`src/rtl/laser_row_centroid_macros.svh`:
```
// Assertion macros for the laser row centroid block.
// Included by the top level only; depends on nothing else.
`ifndef LASER_ROW_CENTROID_MACROS_SVH
`define LASER_ROW_CENTROID_MACROS_SVH

// Same-cycle implication, checked outside reset.
`define LRC_ASSERT_IMP(name, clk, rstn, ante, cons, msg) \
  name: assert property (@(posedge clk) disable iff (!rstn) (ante) |-> (cons)) \
    else $error(msg);

// Next-cycle implication, checked outside reset.
`define LRC_ASSERT_NXT(name, clk, rstn, ante, cons, msg) \
  name: assert property (@(posedge clk) disable iff (!rstn) (ante) |=> (cons)) \
    else $error(msg);

`endif

```
`src/rtl/lrc_pkg.sv`:
```
// Shared constants, codes and types of the laser row centroid block.
// Used by the interfaces and by every module; depends on nothing.
`timescale 1ns / 1ps
`default_nettype none

package lrc_pkg;

  localparam int MAX_WIDTH  = 4096;
  localparam int MAX_HEIGHT = 4096;

  localparam int PIX_W   = 8;
  localparam int WSUM_W  = 33;
  localparam int ISUM_W  = 20;
  localparam int FIELD_W = 12;

  localparam int COL_W = $clog2(MAX_WIDTH);
  localparam int ROW_W = (MAX_HEIGHT > 2) ? $clog2(MAX_HEIGHT) : 1;
  localparam int PROD_W = PIX_W + COL_W;

  // The clamped quotient is below MAX_WIDTH, so COL_W quotient bits suffice.
  localparam int QUO_W = COL_W;
  localparam int CNT_W = $clog2(QUO_W + 1);

  localparam int FIFO_DEPTH = 2;
  localparam int FIFO_PTR_W = $clog2(FIFO_DEPTH);
  localparam int FIFO_CNT_W = $clog2(FIFO_DEPTH + 1);

  typedef enum logic {
    KIND_POINT   = 1'b0,
    KIND_SUMMARY = 1'b1
  } kind_e;

  // One finished row, handed from the accumulator to the divider.
  typedef struct packed {
    logic [WSUM_W-1:0] wsum;
    logic [ISUM_W-1:0] isum;
    logic [ROW_W-1:0]  row;
    logic              has_point;
    logic              eof;
    logic              found;
  } job_t;

  typedef struct packed {
    logic full;
    logic empty;
  } fifo_stat_t;

endpackage

`default_nettype wire

```
`src/rtl/lrc_ifs.sv`:
```
// Valid/ready stream interfaces for pixel beats and result beats.
// Depends on lrc_pkg for the field widths.
`timescale 1ns / 1ps
`default_nettype none

interface lrc_pix_if;
  logic                      valid;
  logic                      ready;
  logic [lrc_pkg::PIX_W-1:0] pixel;
  logic                      end_of_row;
  logic                      end_of_frame;

  modport source (output valid, pixel, end_of_row, end_of_frame, input ready);
  modport sink   (input valid, pixel, end_of_row, end_of_frame, output ready);
endinterface

interface lrc_res_if;
  logic                        valid;
  logic                        ready;
  logic                        kind;
  logic [lrc_pkg::FIELD_W-1:0] x_index;
  logic [lrc_pkg::FIELD_W-1:0] row_index;
  logic                        found_any;
  logic                        last;

  modport source (output valid, kind, x_index, row_index, found_any, last, input ready);
  modport sink   (input valid, kind, x_index, row_index, found_any, last, output ready);
endinterface

`default_nettype wire

```
`src/rtl/lrc_front.sv`:
```
// Front end: accepts pixel beats, accumulates the row sums and queues finished rows that have a point or end a frame.
// Depends on lrc_pkg and lrc_pix_if.
`timescale 1ns / 1ps
`default_nettype none

module lrc_front (
  input  wire                 clk_i,
  input  wire                 rst_ni,
  lrc_pix_if.sink             pix_i,
  input  lrc_pkg::fifo_stat_t stat_i,
  output logic                push_o,
  output lrc_pkg::job_t       job_o
);

  logic [lrc_pkg::WSUM_W-1:0] wsum_q, wsum_d;
  logic [lrc_pkg::ISUM_W-1:0] isum_q, isum_d;
  logic [lrc_pkg::COL_W-1:0]  col_q;
  logic [lrc_pkg::ROW_W-1:0]  row_q;
  logic                       seen_q;

  logic                       accept;
  logic                       row_end;
  logic                       has_point;
  logic [lrc_pkg::PROD_W-1:0] prod;
  logic [lrc_pkg::WSUM_W:0]   wsum_sum;
  logic [lrc_pkg::ISUM_W:0]   isum_sum;

  assign pix_i.ready = !stat_i.full;
  assign accept      = pix_i.valid && pix_i.ready;
  assign row_end     = pix_i.end_of_row || pix_i.end_of_frame;

  assign prod     = lrc_pkg::PROD_W'(pix_i.pixel) * lrc_pkg::PROD_W'(col_q);
  assign wsum_sum = {1'b0, wsum_q} + (lrc_pkg::WSUM_W + 1)'(prod);
  assign isum_sum = {1'b0, isum_q} + (lrc_pkg::ISUM_W + 1)'(pix_i.pixel);

  // Both sums saturate at all ones.
  assign wsum_d = wsum_sum[lrc_pkg::WSUM_W] ? '1 : wsum_sum[lrc_pkg::WSUM_W-1:0];
  assign isum_d = isum_sum[lrc_pkg::ISUM_W] ? '1 : isum_sum[lrc_pkg::ISUM_W-1:0];

  assign has_point = (wsum_d != '0) && (isum_d != '0);

  assign push_o          = accept && row_end && (has_point || pix_i.end_of_frame);
  assign job_o.wsum      = wsum_d;
  assign job_o.isum      = isum_d;
  assign job_o.row       = row_q;
  assign job_o.has_point = has_point;
  assign job_o.eof       = pix_i.end_of_frame;
  assign job_o.found     = seen_q || has_point;

  always_ff @(posedge clk_i or negedge rst_ni) begin
    if (!rst_ni) begin
      wsum_q <= '0;
      isum_q <= '0;
      col_q  <= '0;
      row_q  <= '0;
      seen_q <= 1'b0;
    end else if (accept) begin
      if (row_end) begin
        wsum_q <= '0;
        isum_q <= '0;
        col_q  <= '0;
        if (pix_i.end_of_frame) begin
          row_q  <= '0;
          seen_q <= 1'b0;
        end else begin
          if (row_q < lrc_pkg::ROW_W'(lrc_pkg::MAX_HEIGHT - 1)) begin
            row_q <= row_q + 1'b1;
          end
          seen_q <= seen_q || has_point;
        end
      end else begin
        wsum_q <= wsum_d;
        isum_q <= isum_d;
        if (col_q < lrc_pkg::COL_W'(lrc_pkg::MAX_WIDTH - 1)) begin
          col_q <= col_q + 1'b1;
        end
      end
    end
  end

endmodule

`default_nettype wire

```
`src/rtl/lrc_fifo.sv`:
```
// Short queue of finished rows between the accumulator and the divider.
// Depends on lrc_pkg.
`timescale 1ns / 1ps
`default_nettype none

module lrc_fifo (
  input  wire                 clk_i,
  input  wire                 rst_ni,
  input  wire                 push_i,
  input  lrc_pkg::job_t       job_i,
  input  wire                 pop_i,
  output lrc_pkg::job_t       job_o,
  output lrc_pkg::fifo_stat_t stat_o
);

  lrc_pkg::job_t                 mem_q [lrc_pkg::FIFO_DEPTH];
  logic [lrc_pkg::FIFO_PTR_W-1:0] wr_q;
  logic [lrc_pkg::FIFO_PTR_W-1:0] rd_q;
  logic [lrc_pkg::FIFO_CNT_W-1:0] cnt_q;

  assign stat_o.full  = (cnt_q == lrc_pkg::FIFO_CNT_W'(lrc_pkg::FIFO_DEPTH));
  assign stat_o.empty = (cnt_q == '0);
  assign job_o        = mem_q[rd_q];

  always_ff @(posedge clk_i) begin
    if (push_i) begin
      mem_q[wr_q] <= job_i;
    end
  end

  always_ff @(posedge clk_i or negedge rst_ni) begin
    if (!rst_ni) begin
      wr_q  <= '0;
      rd_q  <= '0;
      cnt_q <= '0;
    end else begin
      if (push_i) begin
        wr_q <= (wr_q == lrc_pkg::FIFO_PTR_W'(lrc_pkg::FIFO_DEPTH - 1)) ? '0 : wr_q + 1'b1;
      end
      if (pop_i) begin
        rd_q <= (rd_q == lrc_pkg::FIFO_PTR_W'(lrc_pkg::FIFO_DEPTH - 1)) ? '0 : rd_q + 1'b1;
      end
      if (push_i && !pop_i) begin
        cnt_q <= cnt_q + 1'b1;
      end else if (pop_i && !push_i) begin
        cnt_q <= cnt_q - 1'b1;
      end
    end
  end

endmodule

`default_nettype wire

```
`src/rtl/lrc_back.sv`:
```
// Back end: divides the row sums one quotient bit per cycle and emits result beats.
// Depends on lrc_pkg and lrc_res_if.
`timescale 1ns / 1ps
`default_nettype none

module lrc_back (
  input  wire                 clk_i,
  input  wire                 rst_ni,
  input  lrc_pkg::job_t       job_i,
  input  lrc_pkg::fifo_stat_t stat_i,
  output logic                pop_o,
  lrc_res_if.source           res_o
);

  typedef enum logic [1:0] {
    ST_IDLE,
    ST_DIV,
    ST_POINT,
    ST_SUMMARY
  } state_e;

  localparam logic [lrc_pkg::QUO_W-1:0] XMAX = lrc_pkg::QUO_W'(lrc_pkg::MAX_WIDTH - 1);

  state_e                      state_q;
  logic [lrc_pkg::ISUM_W-1:0]  isum_q;
  logic [lrc_pkg::ISUM_W-1:0]  rem_q;
  logic [lrc_pkg::QUO_W-1:0]   dvd_q;
  logic [lrc_pkg::QUO_W-1:0]   quo_q;
  logic [lrc_pkg::CNT_W-1:0]   cnt_q;
  logic [lrc_pkg::ROW_W-1:0]   row_q;
  logic                        eof_q;
  logic                        found_q;
  logic                        ovf_q;

  logic                        valid_q;
  lrc_pkg::kind_e              kind_q;
  logic [lrc_pkg::FIELD_W-1:0] x_q;
  logic [lrc_pkg::FIELD_W-1:0] rowo_q;
  logic                        found_o_q;
  logic                        last_q;

  logic                        ovf;
  logic [lrc_pkg::ISUM_W:0]    trial;
  logic [lrc_pkg::ISUM_W:0]    diff;
  logic                        ge;
  logic                        out_free;
  logic                        load_out;
  logic [lrc_pkg::QUO_W-1:0]   x_pt;

  // Quotient too large for QUO_W bits: the centroid clamps.
  assign ovf   = (job_i.wsum >> lrc_pkg::QUO_W) >= lrc_pkg::WSUM_W'(job_i.isum);
  assign trial = {rem_q, dvd_q[lrc_pkg::QUO_W-1]};
  assign diff  = trial - {1'b0, isum_q};
  assign ge    = trial >= {1'b0, isum_q};

  assign out_free = !valid_q || res_o.ready;
  // A new beat enters the output register in this cycle.
  assign load_out = out_free && ((state_q == ST_POINT) || (state_q == ST_SUMMARY));
  assign x_pt     = (ovf_q || (quo_q > XMAX)) ? XMAX : quo_q;
  assign pop_o    = (state_q == ST_IDLE) && !stat_i.empty;

  assign res_o.valid     = valid_q;
  assign res_o.kind      = logic'(kind_q);
  assign res_o.x_index   = x_q;
  assign res_o.row_index = rowo_q;
  assign res_o.found_any = found_o_q;
  assign res_o.last      = last_q;

  always_ff @(posedge clk_i or negedge rst_ni) begin
    if (!rst_ni) begin
      state_q   <= ST_IDLE;
      isum_q    <= '0;
      rem_q     <= '0;
      dvd_q     <= '0;
      quo_q     <= '0;
      cnt_q     <= '0;
      row_q     <= '0;
      eof_q     <= 1'b0;
      found_q   <= 1'b0;
      ovf_q     <= 1'b0;
      valid_q   <= 1'b0;
      kind_q    <= lrc_pkg::KIND_POINT;
      x_q       <= '0;
      rowo_q    <= '0;
      found_o_q <= 1'b0;
      last_q    <= 1'b0;
    end else begin
      if (valid_q && res_o.ready && !load_out) begin
        valid_q <= 1'b0;
      end
      case (state_q)
        ST_IDLE: begin
          if (!stat_i.empty) begin
            isum_q  <= job_i.isum;
            rem_q   <= lrc_pkg::ISUM_W'(job_i.wsum >> lrc_pkg::QUO_W);
            dvd_q   <= job_i.wsum[lrc_pkg::QUO_W-1:0];
            quo_q   <= '0;
            cnt_q   <= '0;
            row_q   <= job_i.row;
            eof_q   <= job_i.eof;
            found_q <= job_i.found;
            ovf_q   <= ovf;
            if (!job_i.has_point) begin
              state_q <= ST_SUMMARY;
            end else if (ovf) begin
              state_q <= ST_POINT;
            end else begin
              state_q <= ST_DIV;
            end
          end
        end
        ST_DIV: begin
          rem_q <= ge ? diff[lrc_pkg::ISUM_W-1:0] : trial[lrc_pkg::ISUM_W-1:0];
          quo_q <= lrc_pkg::QUO_W'({quo_q, ge});
          dvd_q <= lrc_pkg::QUO_W'({dvd_q, 1'b0});
          cnt_q <= cnt_q + 1'b1;
          if (cnt_q == lrc_pkg::CNT_W'(lrc_pkg::QUO_W - 1)) begin
            state_q <= ST_POINT;
          end
        end
        ST_POINT: begin
          if (out_free) begin
            valid_q   <= 1'b1;
            kind_q    <= lrc_pkg::KIND_POINT;
            x_q       <= lrc_pkg::FIELD_W'(x_pt);
            rowo_q    <= lrc_pkg::FIELD_W'(row_q);
            found_o_q <= 1'b0;
            last_q    <= !eof_q;
            state_q   <= eof_q ? ST_SUMMARY : ST_IDLE;
          end
        end
        ST_SUMMARY: begin
          if (out_free) begin
            valid_q   <= 1'b1;
            kind_q    <= lrc_pkg::KIND_SUMMARY;
            x_q       <= '0;
            rowo_q    <= '0;
            found_o_q <= found_q;
            last_q    <= 1'b1;
            state_q   <= ST_IDLE;
          end
        end
        default: begin
          state_q <= ST_IDLE;
        end
      endcase
    end
  end

endmodule

`default_nettype wire

```
`src/rtl/laser_row_centroid.sv`:
```
// Top level of the laser row centroid block: accumulator, row queue and divider.
// Depends on lrc_pkg, lrc_ifs, lrc_front, lrc_fifo, lrc_back and the macro header.
//
//   channel  | dir | payload                                        | handshake
//   ---------+-----+------------------------------------------------+-------------
//   pix_i    | in  | pixel[7:0], end_of_row, end_of_frame           | valid/ready
//   res_o    | out | kind, x_index[11:0], row_index[11:0],          | valid/ready
//            |     | found_any, last                                |
//
// Pixel beats are taken one per clock while the row queue has room.
// Each row that yields a point passes the divider through a load step, the division at one
// quotient bit per cycle and an output step; the two-entry row queue hides this for rows
// that take at least as long to stream in, shorter rows stall the input via ready. A row
// whose centroid clamps skips the division and goes from the load to the output step. A
// frame summary follows the point as its own beat, or follows the load when the last row
// has no point. Reset is asynchronous, active low, and leaves the block empty with all sums
// and counters at zero.
// A stalled result sink fills the output register, then the queue, then stalls pixels.
`timescale 1ns / 1ps
`default_nettype none
`include "laser_row_centroid_macros.svh"

module laser_row_centroid (
  input  wire       clk_i,
  input  wire       rst_ni,
  lrc_pix_if.sink   pix_i,
  lrc_res_if.source res_o
);

  // Finished rows move from the accumulator to the divider through the queue.
  lrc_pkg::job_t       job_in;
  lrc_pkg::job_t       job_out;
  lrc_pkg::fifo_stat_t fifo_stat;
  logic                job_push;
  logic                job_pop;
  logic                push_to_empty;
  logic                summary_out;

  // The front end sums pixel * column and pixel over a row, saturating, and on the
  // last beat of a row (or frame) decides whether the row has a point.
  lrc_front u_front (
    .clk_i  (clk_i),
    .rst_ni (rst_ni),
    .pix_i  (pix_i),
    .stat_i (fifo_stat),
    .push_o (job_push),
    .job_o  (job_in)
  );

  lrc_fifo u_fifo (
    .clk_i  (clk_i),
    .rst_ni (rst_ni),
    .push_i (job_push),
    .job_i  (job_in),
    .pop_i  (job_pop),
    .job_o  (job_out),
    .stat_o (fifo_stat)
  );

  // The back end runs a restoring division, clamps the column and drives the
  // result beats: the point first, if the row has one, then the frame summary when the row ends a frame.
  lrc_back u_back (
    .clk_i  (clk_i),
    .rst_ni (rst_ni),
    .job_i  (job_out),
    .stat_i (fifo_stat),
    .pop_o  (job_pop),
    .res_o  (res_o)
  );

  assign push_to_empty = job_push && fifo_stat.empty;
  assign summary_out   = res_o.valid && (res_o.kind == lrc_pkg::KIND_SUMMARY);

  // Queue must never be written while full or read while empty.
  `LRC_ASSERT_IMP(a_push_room, clk_i, rst_ni, job_push, !fifo_stat.full, "push into full queue")
  `LRC_ASSERT_IMP(a_pop_data, clk_i, rst_ni, job_pop, !fifo_stat.empty, "pop from empty queue")
  // A row pushed into an empty queue is visible on the next cycle.
  `LRC_ASSERT_NXT(a_push_lands, clk_i, rst_ni, push_to_empty, !fifo_stat.empty, "pushed row lost")
  // A frame summary always carries last.
  `LRC_ASSERT_IMP(a_summary_last, clk_i, rst_ni, summary_out, res_o.last, "summary without last")

endmodule

`default_nettype wire
```
`src/flat_wrapper.sv`:
```
// flat-port wrapper written by rule: the top's interface ports become plain ports
module laser_row_centroid_flat 
  (clk_i, rst_ni, pix_i_valid, pix_i_pixel, pix_i_end_of_row, pix_i_end_of_frame, pix_i_ready, res_o_valid, res_o_kind, res_o_x_index, res_o_row_index, res_o_found_any, res_o_last, res_o_ready);
  lrc_pix_if pix_i_i ();
  lrc_res_if res_o_i ();
  input  wire clk_i;
  input  wire rst_ni;
  input wire logic [$bits(pix_i_i.valid)-1:0] pix_i_valid;
  input wire logic [$bits(pix_i_i.pixel)-1:0] pix_i_pixel;
  input wire logic [$bits(pix_i_i.end_of_row)-1:0] pix_i_end_of_row;
  input wire logic [$bits(pix_i_i.end_of_frame)-1:0] pix_i_end_of_frame;
  output wire logic [$bits(pix_i_i.ready)-1:0] pix_i_ready;
  output wire logic [$bits(res_o_i.valid)-1:0] res_o_valid;
  output wire logic [$bits(res_o_i.kind)-1:0] res_o_kind;
  output wire logic [$bits(res_o_i.x_index)-1:0] res_o_x_index;
  output wire logic [$bits(res_o_i.row_index)-1:0] res_o_row_index;
  output wire logic [$bits(res_o_i.found_any)-1:0] res_o_found_any;
  output wire logic [$bits(res_o_i.last)-1:0] res_o_last;
  input wire logic [$bits(res_o_i.ready)-1:0] res_o_ready;
  assign pix_i_i.valid = pix_i_valid;
  assign pix_i_i.pixel = pix_i_pixel;
  assign pix_i_i.end_of_row = pix_i_end_of_row;
  assign pix_i_i.end_of_frame = pix_i_end_of_frame;
  assign pix_i_ready = pix_i_i.ready;
  assign res_o_valid = res_o_i.valid;
  assign res_o_kind = res_o_i.kind;
  assign res_o_x_index = res_o_i.x_index;
  assign res_o_row_index = res_o_i.row_index;
  assign res_o_found_any = res_o_i.found_any;
  assign res_o_last = res_o_i.last;
  assign res_o_i.ready = res_o_ready;
  laser_row_centroid u_core (.clk_i(clk_i), .rst_ni(rst_ni), .pix_i(pix_i_i), .res_o(res_o_i));
endmodule
```
`config.mk`:
```
export PLATFORM = sky130hd
export DESIGN_NAME = laser_row_centroid_flat
export DESIGN_NICKNAME = d
export VERILOG_FILES = /design/src/rtl/lrc_pkg.sv /design/src/rtl/lrc_ifs.sv /design/src/rtl/lrc_front.sv /design/src/rtl/lrc_fifo.sv /design/src/rtl/lrc_back.sv /design/src/rtl/laser_row_centroid.sv /design/src/flat_wrapper.sv
export VERILOG_INCLUDE_DIRS = /design/src /design/src/rtl
export SDC_FILE = /design/constraint.sdc
export NUM_CORES = 1
export LEC_CHECK = 0
export BUFFER_PORTS_ARGS = -buffer_cell sky130_fd_sc_hd__buf_4
export CELL_PAD_IN_SITES_DETAIL_PLACEMENT = 0
export CELL_PAD_IN_SITES_GLOBAL_PLACEMENT = 1
export CORE_MARGIN = 4
export CORE_UTILIZATION = 51
export DETAILED_ROUTE_END_ITERATION = 16
export GPL_TIMING_DRIVEN = 0
export PLACE_DENSITY_LB_ADDON = 0.1
export SYNTH_ARGS = -nofsm -noshare
export SYNTH_HDL_FRONTEND = slang
export SYNTH_HIERARCHICAL = 1
export SYNTH_SLANG_ARGS = --single-unit
```
`constraint.sdc`:
```
create_clock -name clk_i -period 9.7 [get_ports clk_i]
set_input_delay 1.94 -clock clk_i [delete_from_list [all_inputs] [get_ports clk_i]]
set_output_delay 1.94 -clock clk_i [all_outputs]
set_load 0.01 [all_outputs]
```
Yosys cells after proc, flatten, opt, wreduce, memory -nomap -nowiden
Memories as Yosys holds them, arrays and structs flattened.
Cells that the tools add are included.
Storage, ports and cells
  register bits after elaboration: 195
  bits in writable memories: 136
  input bits: 14
  output and inout bits: 29
  word-level logic and storage cells: 139
  memories kept: 1
Memories
  u_core.u_fifo.mem_q: depth 2, bits a word 68, rd ports 1, clocked after memory_dff 0, write ports 1, RTL line lrc_fifo.sv:16  | lrc_pkg::job_t mem_q [lrc_pkg::FIFO_DEPTH];
Cells by class
  add/subtract/negate cells: 10
  $mul: 1
  magnitude comparators: 5
  equal/unequal tests: 9
  muxes and demuxes: 48
  bitwise logic cells: 1
  reduce and logical (&&, ||, !) cells: 40
Operator list (count)
  2-to-1 mux 12 bit: 10
  one-hot mux 12 bit (2 select lines): 4
  2-to-1 mux 20 bit: 4
  2-to-1 mux 33 bit: 2
  >= comparator 21 x 20 -> 1 bit: 2
  one-hot mux 20 bit (2 select lines): 1
  adder 33 x 20 -> 34 bit: 1
  nonzero test 33 bit: 1
  adder 12 x 1 -> 12 bit (second input constant): 2
  less-than comparator 12 bit (second input constant): 2
  adder 20 x 8 -> 21 bit: 1
  multiplier 8 x 12 -> 20 bit: 1
  nonzero test 20 bit: 1
  subtractor 20 bit: 1
  2-to-1 mux 2 bit: 9
  > comparator 12 bit (second input constant): 1
  2-to-1 mux 1 bit: 12
  logical AND 1 bit: 10
  nonzero test 2 bit: 5
  != test 2 bit (second input constant): 4
  one-hot mux 2 bit (4 select lines): 1
  one-hot mux 4 bit (2 select lines): 1
  AND reduction 2 bit: 4
  zero test 1 bit: 7
  other kinds (15): 27

Longest topological paths before layout
  depth in word-level cells: 11
  depth in mapped cells: 26
  mapped depth without buffers: 24

Modules after synthesis
Netlist, hierarchy kept.
Modules (own cells, without submodules)
  lrc_front: instances 1, cells each 1029, area an instance 8957.3 µm², seq. area each 1951.9 µm²
  lrc_back: instances 1, cells each 714, area an instance 6328.6 µm², seq. area each 2827.7 µm²
  lrc_fifo: instances 1, cells each 228, area an instance 5136.2 µm², seq. area each 4184.0 µm²

Worst setup path before layout
Ideal clock, no wire load.
  kind: in2reg
  from: input port pix_i_pixel[7]
  to: memory u_core/u_fifo/mem_q[0][0] (netlist name), enable pin
  setup time: 503 ps
  data arrival time: 9797 ps
  data required time: 9197 ps
  slack: -600 ps
  cell stages on the path: 20
  path buffers: 1
  path through: clkbuf_1 > nand2_1 > fa_1 > fa_1 > inv_1 > fa_1 > inv_1 > fa_1 > inv_1 > ha_1 > a21o_1 > o21bai_4 > o311ai_0 > mux2_2 > nor2_1 > nor2_1 > and4_1 > a31oi_1 > o21a_1 > nor2b_1
Between the ends
  cells in the longest elaborated chain, start to end: 9
  elaborated cells between the ends (all ways): 12
  classes of those cells: add/sub (2); mul (1); mux (4); reduce/logical (5)
RTL lines
  from (decl): RTL line flat_wrapper.sv:9  | input wire logic [$bits(pix_i_i.pixel)-1:0] pix_i_pixel;
  multiplier 8 x 12 -> 20 bit: RTL line lrc_front.sv:32  | assign prod = lrc_pkg::PROD_W'(pix_i.pixel) * lrc_pkg::PROD_W'(col_q);
  adder 33 x 20 -> 34 bit: RTL line lrc_front.sv:33  | assign wsum_sum = {1'b0, wsum_q} + (lrc_pkg::WSUM_W + 1)'(prod);
  2-to-1 mux 33 bit: RTL line lrc_front.sv:37  | assign wsum_d = wsum_sum[lrc_pkg::WSUM_W] ? '1 : wsum_sum[lrc_pkg::WSUM_W-1:0];
  nonzero test 33 bit: RTL line lrc_front.sv:40  | assign has_point = (wsum_d != '0) && (isum_d != '0);
  logical AND 1 bit (*): RTL line lrc_front.sv:40
  via u_core.u_front.has_point: RTL line lrc_front.sv:23  | logic has_point;
  logical OR 1 bit (*): RTL line lrc_front.sv:42  | assign push_o = accept && row_end && (has_point || pix_i.end_of_frame);
  logical AND 1 bit (*): RTL line lrc_front.sv:42
  via u_core.job_push: RTL line laser_row_centroid.sv:34  | logic job_push;
  2-to-1 mux 1 bit (*): RTL line lrc_fifo.sv:26  | if (push_i) begin
  2-to-1 mux 1 bit (implied by the code) (*): RTL line lrc_fifo.sv:27  | mem_q[wr_q] <= job_i;
  to (decl): RTL line lrc_fifo.sv:16
The timed path passes the listed nets; every way through them passes the cells marked *.

Worst setup path in the final report
  from: input port pix_i_pixel[1]
  to: memory u_core/u_fifo/mem_q[0][28] (netlist name), enable pin
The elaborated chain is that of the path after synthesis.

==> summary.md <==
| Metric | Value |
|---|---|
| CTS tree | done |
| Max VDD drop | 0.145 mV |
| Cts repair resizes | 0 |
| CP endpoint | u_core/u_fifo/mem_q[0][28] |
| RR Startpoint | u_core/u_front/col_q[0] |
| P_int | 3.98 mW |
| Cell mode on critical path | fa_1 |
| IO buf count | 41 |
| Initial antenna violation count | 1 |
| CP peak stage delay | between 600 and 700 ps |
| Most frequent cells in the layout | nand2_1 (264), dfrtp_1 (195), inv_1 (185) |
| Slew margin rel. | 34.0% |
| Max Cap Violations | 0 |
| Clk_lat worst skew | 550 ps |
| Total die area | 0.0433 mm² |
| Post-CTS setup buffer count | 0 |
| Layout Nets | 2247 |
| Root buf cell | clkbuf_16 |
| First-pass GRT wire length | 83700 µm |
| Layout cells sized above 1 | 12.3% |
| Initial Util | between 50% and 60% |
| Switching power total | 2.69 mW |
| Tightest Pin Transition | around 990 ps |
| Total power | 6.67 mW |
| Die Y | 208 µm |
| Initial DRC Count | 1045 |
| Commonest non-fill, non-tap cell in the layout | nand2_1 |
| Die width | between 200 and 250 µm |
| Worst Path Arrival | 9150 ps |
| Critical path's top delay family | adder cells |
| Vias | 14800 |
| IO Pins | 43 |
| P&R area growth vs syn | 11.1% |
| Final Skew | 15.0 ps |
| Filler instances | roughly 3500 |
| Reg area | 0.00896 mm² |
| Share of power burned in registers | around a third |
| Number of synthesized flops with an enable pin | 136 |
| Drt pass-1 iters | 5 |
| DRC errors left | 0 |
| Half-perimeter wire length after placement | about 40000 µm |
| GR Util All Layers | between 20% and 30% |
| Worst-path clk slew | 60 ps |
| Crit. End Element | flop |
| Setup crit start | pix_i_pixel[1] |
| Aggregate routed wire length | 52500 µm |
| Core Area | between 0.03 and 0.04 mm² |
| Sw frac | between 40% and 50% |
| Vias/cell | 5.69 |
| Worst r2r path cells | 22 |
| Ys flop type | dfrtp_1 |
| RSZ-0062 raised after global routing | false |
| Number of setup violations in the final report | 0 |
| Dpl cells | 2541 |
| # H-tree levels | 2 |
| Post-synth cell types | 90 |
| Synth Register Bits | 331 |
| Slowest CP cell | a31oi_1 |
| Flop2flop setup slack | 1950 ps |
| PD cells | 294 mW/mm² |
| Tmin final | 8930 ps |
| Final RePlAce weighted congestion | about 0.90 |
| Syn Area/Cell | 10.4 µm² |
| Largest net degree at the start of global routing | between 100 and 150 |
| Hold Slack | approximately 470 ps |
| Crit path launch type | input pin |
| Area occupied by multi-input gates | 0.0102 mm² |
| Overflow after GRT | 0 |
| Crit path cell chain | buf_4 -> clkbuf_1 -> nand2_1 -> fa_1 -> inv_1 -> fa_1 -> ha_1 -> inv_1 -> fa_1 -> fa_1 -> and2b_4 -> o2111ai_4 -> a211oi_2 -> nor2_1 -> o31ai_2 -> mux2i_1 -> a2111oi_2 -> a31oi_1 -> o21a_1 -> nor2b_4 -> buf_12 -> buf_12 |
| Mapped Area | around 0.020 mm² |
| Hold Vio Cnt, Final | 0 |
| Final Non-Filler Cells | 2608 |
| Register area share after synthesis | a little over two fifths |
| Fin. max-slew vios | 0 |
| Leak | 10.2 nW |
| Clk pwr share | 20.8% |
| Wire per inst | 20.1 µm |
| Share of flip-flops with an asynchronous set or reset | 58.9% |
| Crit. path cell count | 22 |
| Peak Freq | roughly 110 MHz |
| Total negative slack | 0 ps |
| Syn Nets | 2162 |
| Fin util | between 50% and 60% |
| Clk sink count | 331 |
| Combinational Power Share | a little under half |
| Cts hold-fix bufs | 0 |
| Crit path buffers/inverters | 6 |
| Synth warnings | 6 |
| Ant. Diodes | 0 |
| TritonCTS Buffers | 38 |
| CP Class | input pin to flop |
| Crit Reg-Reg Endpoint | u_core/u_fifo/mem_q[0][28] |
| Cells after Synth | 1971 |
| Longest Clk Path Bufs | 3 |
| Worst hold path type | flop to flop |
| Req. time, crit path | 9930 ps |
| Post-route ant nets | 0 |
| Crit path max fanout | 32 |
| Status | finished, final reports clean |
| Final Cycle Share | 92.0% |
| Rows | 73 |
| Vias in the first global route | 14900 |
how the worst min path moves through the flow:
stage / start / end / slack (ps) / cells past startpoint
floorplan: u_core/u_back/found_q / u_core/u_back/found_q / 450 / 2
detailed placement: u_core/u_back/row_q[6] / u_core/u_back/row_q[6] / 470 / 2
global placement: u_core/u_back/row_q[6] / u_core/u_back/row_q[6] / 460 / 2
finish: u_core/u_back/res_o.x_index[7] / u_core/u_back/res_o.x_index[7] / 470 / 2
global route: u_core/u_back/row_q[9] / u_core/u_back/row_q[9] / 490 / 2
CTS: u_core/u_back/row_q[6] / u_core/u_back/row_q[6] / 480 / 2
Yosys cell counts (5+ instances only):
cell         n  area share, %
a2111oi_0    5           0.21
a211oi_1     7           0.26
a21o_1      23           0.85
a21oi_1     82            2.0
a221oi_1     5           0.21
a22o_1      66            2.8
a31oi_1     11           0.34
and2_1      64            2.0
and3_1      16           0.49
buf_1        5          0.092
buf_2       12           0.29
buf_4        6           0.22
buf_6       13           0.72
clkbuf_1    65            1.2
dfrtp_1    195             24
edfxtp_1   136             20
fa_1        80            7.8
ha_1        97            5.9
inv_1      185            3.4
mux2_2      66            3.6
mux2_4      11           0.81
mux2i_1     12           0.59
nand2_1    264            4.9
nand2b_1    15           0.46
nand3_1     29           0.71
nand4_1     27           0.83
nor2_1      91            1.7
nor2b_1      5           0.15
nor3_1      17           0.42
nor3b_1     16           0.59
nor4_1       6           0.18
o211ai_1     9           0.33
o21a_1      12           0.44
o21ai_0     95            2.3
o21ai_1     10           0.25
o22ai_1     18           0.55
o31ai_1     14           0.51
or2_2       14           0.43
or3_1       14           0.43
xnor2_1     35            1.5
xor2_1      39            1.7
layout make-up:
type                            count  share of cell area [%]
Inverter                          187                    3.09
Clock inverter                     17                   0.678
Buffer                            107                    2.61
Clock buffer                       50                    4.57
Tap cell                          525                    2.89
Sequential cell                   331                    39.5
Multi-Input combinational cell   1346                    44.8
Timing Repair Buffer               45                    1.81
layer usage:
metal  routed length (µm)  GRT usage [%]  part of all wire [%]  vias up
li1                     -              -                     -     7037
met1                24500           35.6                    47     7369
met2                23600           37.5                    45      347
met3                 2710           3.81                   5.2       86
met4                 1730           7.86                   3.3        2
met5                    7              0                 0.013        -
power groups by stage:
stage | clock (mW) | combinational, mW | sequential [mW]
2_1_floorplan | 0 | 2.21 | 2.11
3_3_place_gp | 0 | 3.08 | 2.14
3_5_place_dp | 0 | 3.14 | 2.14
4_1_cts | 1.42 | 3.17 | 2.12
5_1_grt | 1.48 | 3.50 | 2.16
6_report | 1.38 | 3.16 | 2.12
worst register-to-register path, stage by stage, from the launching register on:
cell      delay, ps
dfrtp_1         410
clkbuf_1        410
nand2_1         150
fa_1            530
fa_1            550
inv_1            60
fa_1            530
inv_1            50
fa_1            530
inv_1            50
ha_1            370
a21o_1          240
o21bai_4        230
o311ai_0        590
mux2_2          430
nor2_1          160
nor2_1           60
and4_1          190
a31oi_1         670
o21a_1          330
nor2b_4         350
buf_12          250
buf_12          290
kinds of logic after synthesis:
group	synth area share, %
flip-flops	43.9
adder cells (fa/ha/maj)	13.8
XOR/XNOR	3.17
AND/OR/NAND/NOR	14.3
multiplexers	5.04
AO/OA/AOI/OAI	13.5
buffers and inverters	6.33
metrics by stage:
step / worst slack [ps] / instance area, µm²
after floorplan: 697 / 20400
after detailed placement: 173 / 21500
final: 775 / 22700
after global routing: 428 / 22700
after global placement: -1830 / 21400
after CTS: 727 / 22700
registers in the layout, indices dropped and copies added (netlist names), 2 cells and up:
register                       cells
u_core/u_front/col_q              12
u_core/u_back/isum_q              20
u_core/u_back/quo_q               12
u_core/u_back/res_o.row_index     12
u_core/u_fifo/mem_q              136
u_core/u_fifo/cnt_q                2
u_core/u_back/row_q               12
u_core/u_back/dvd_q               12
u_core/u_front/isum_q             20
u_core/u_back/res_o.x_index       12
u_core/u_front/row_q              12
u_core/u_back/state_q              2
u_core/u_back/rem_q               20
u_core/u_back/cnt_q                4
u_core/u_front/wsum_q             33
Power figures use the tool's default switching activity.
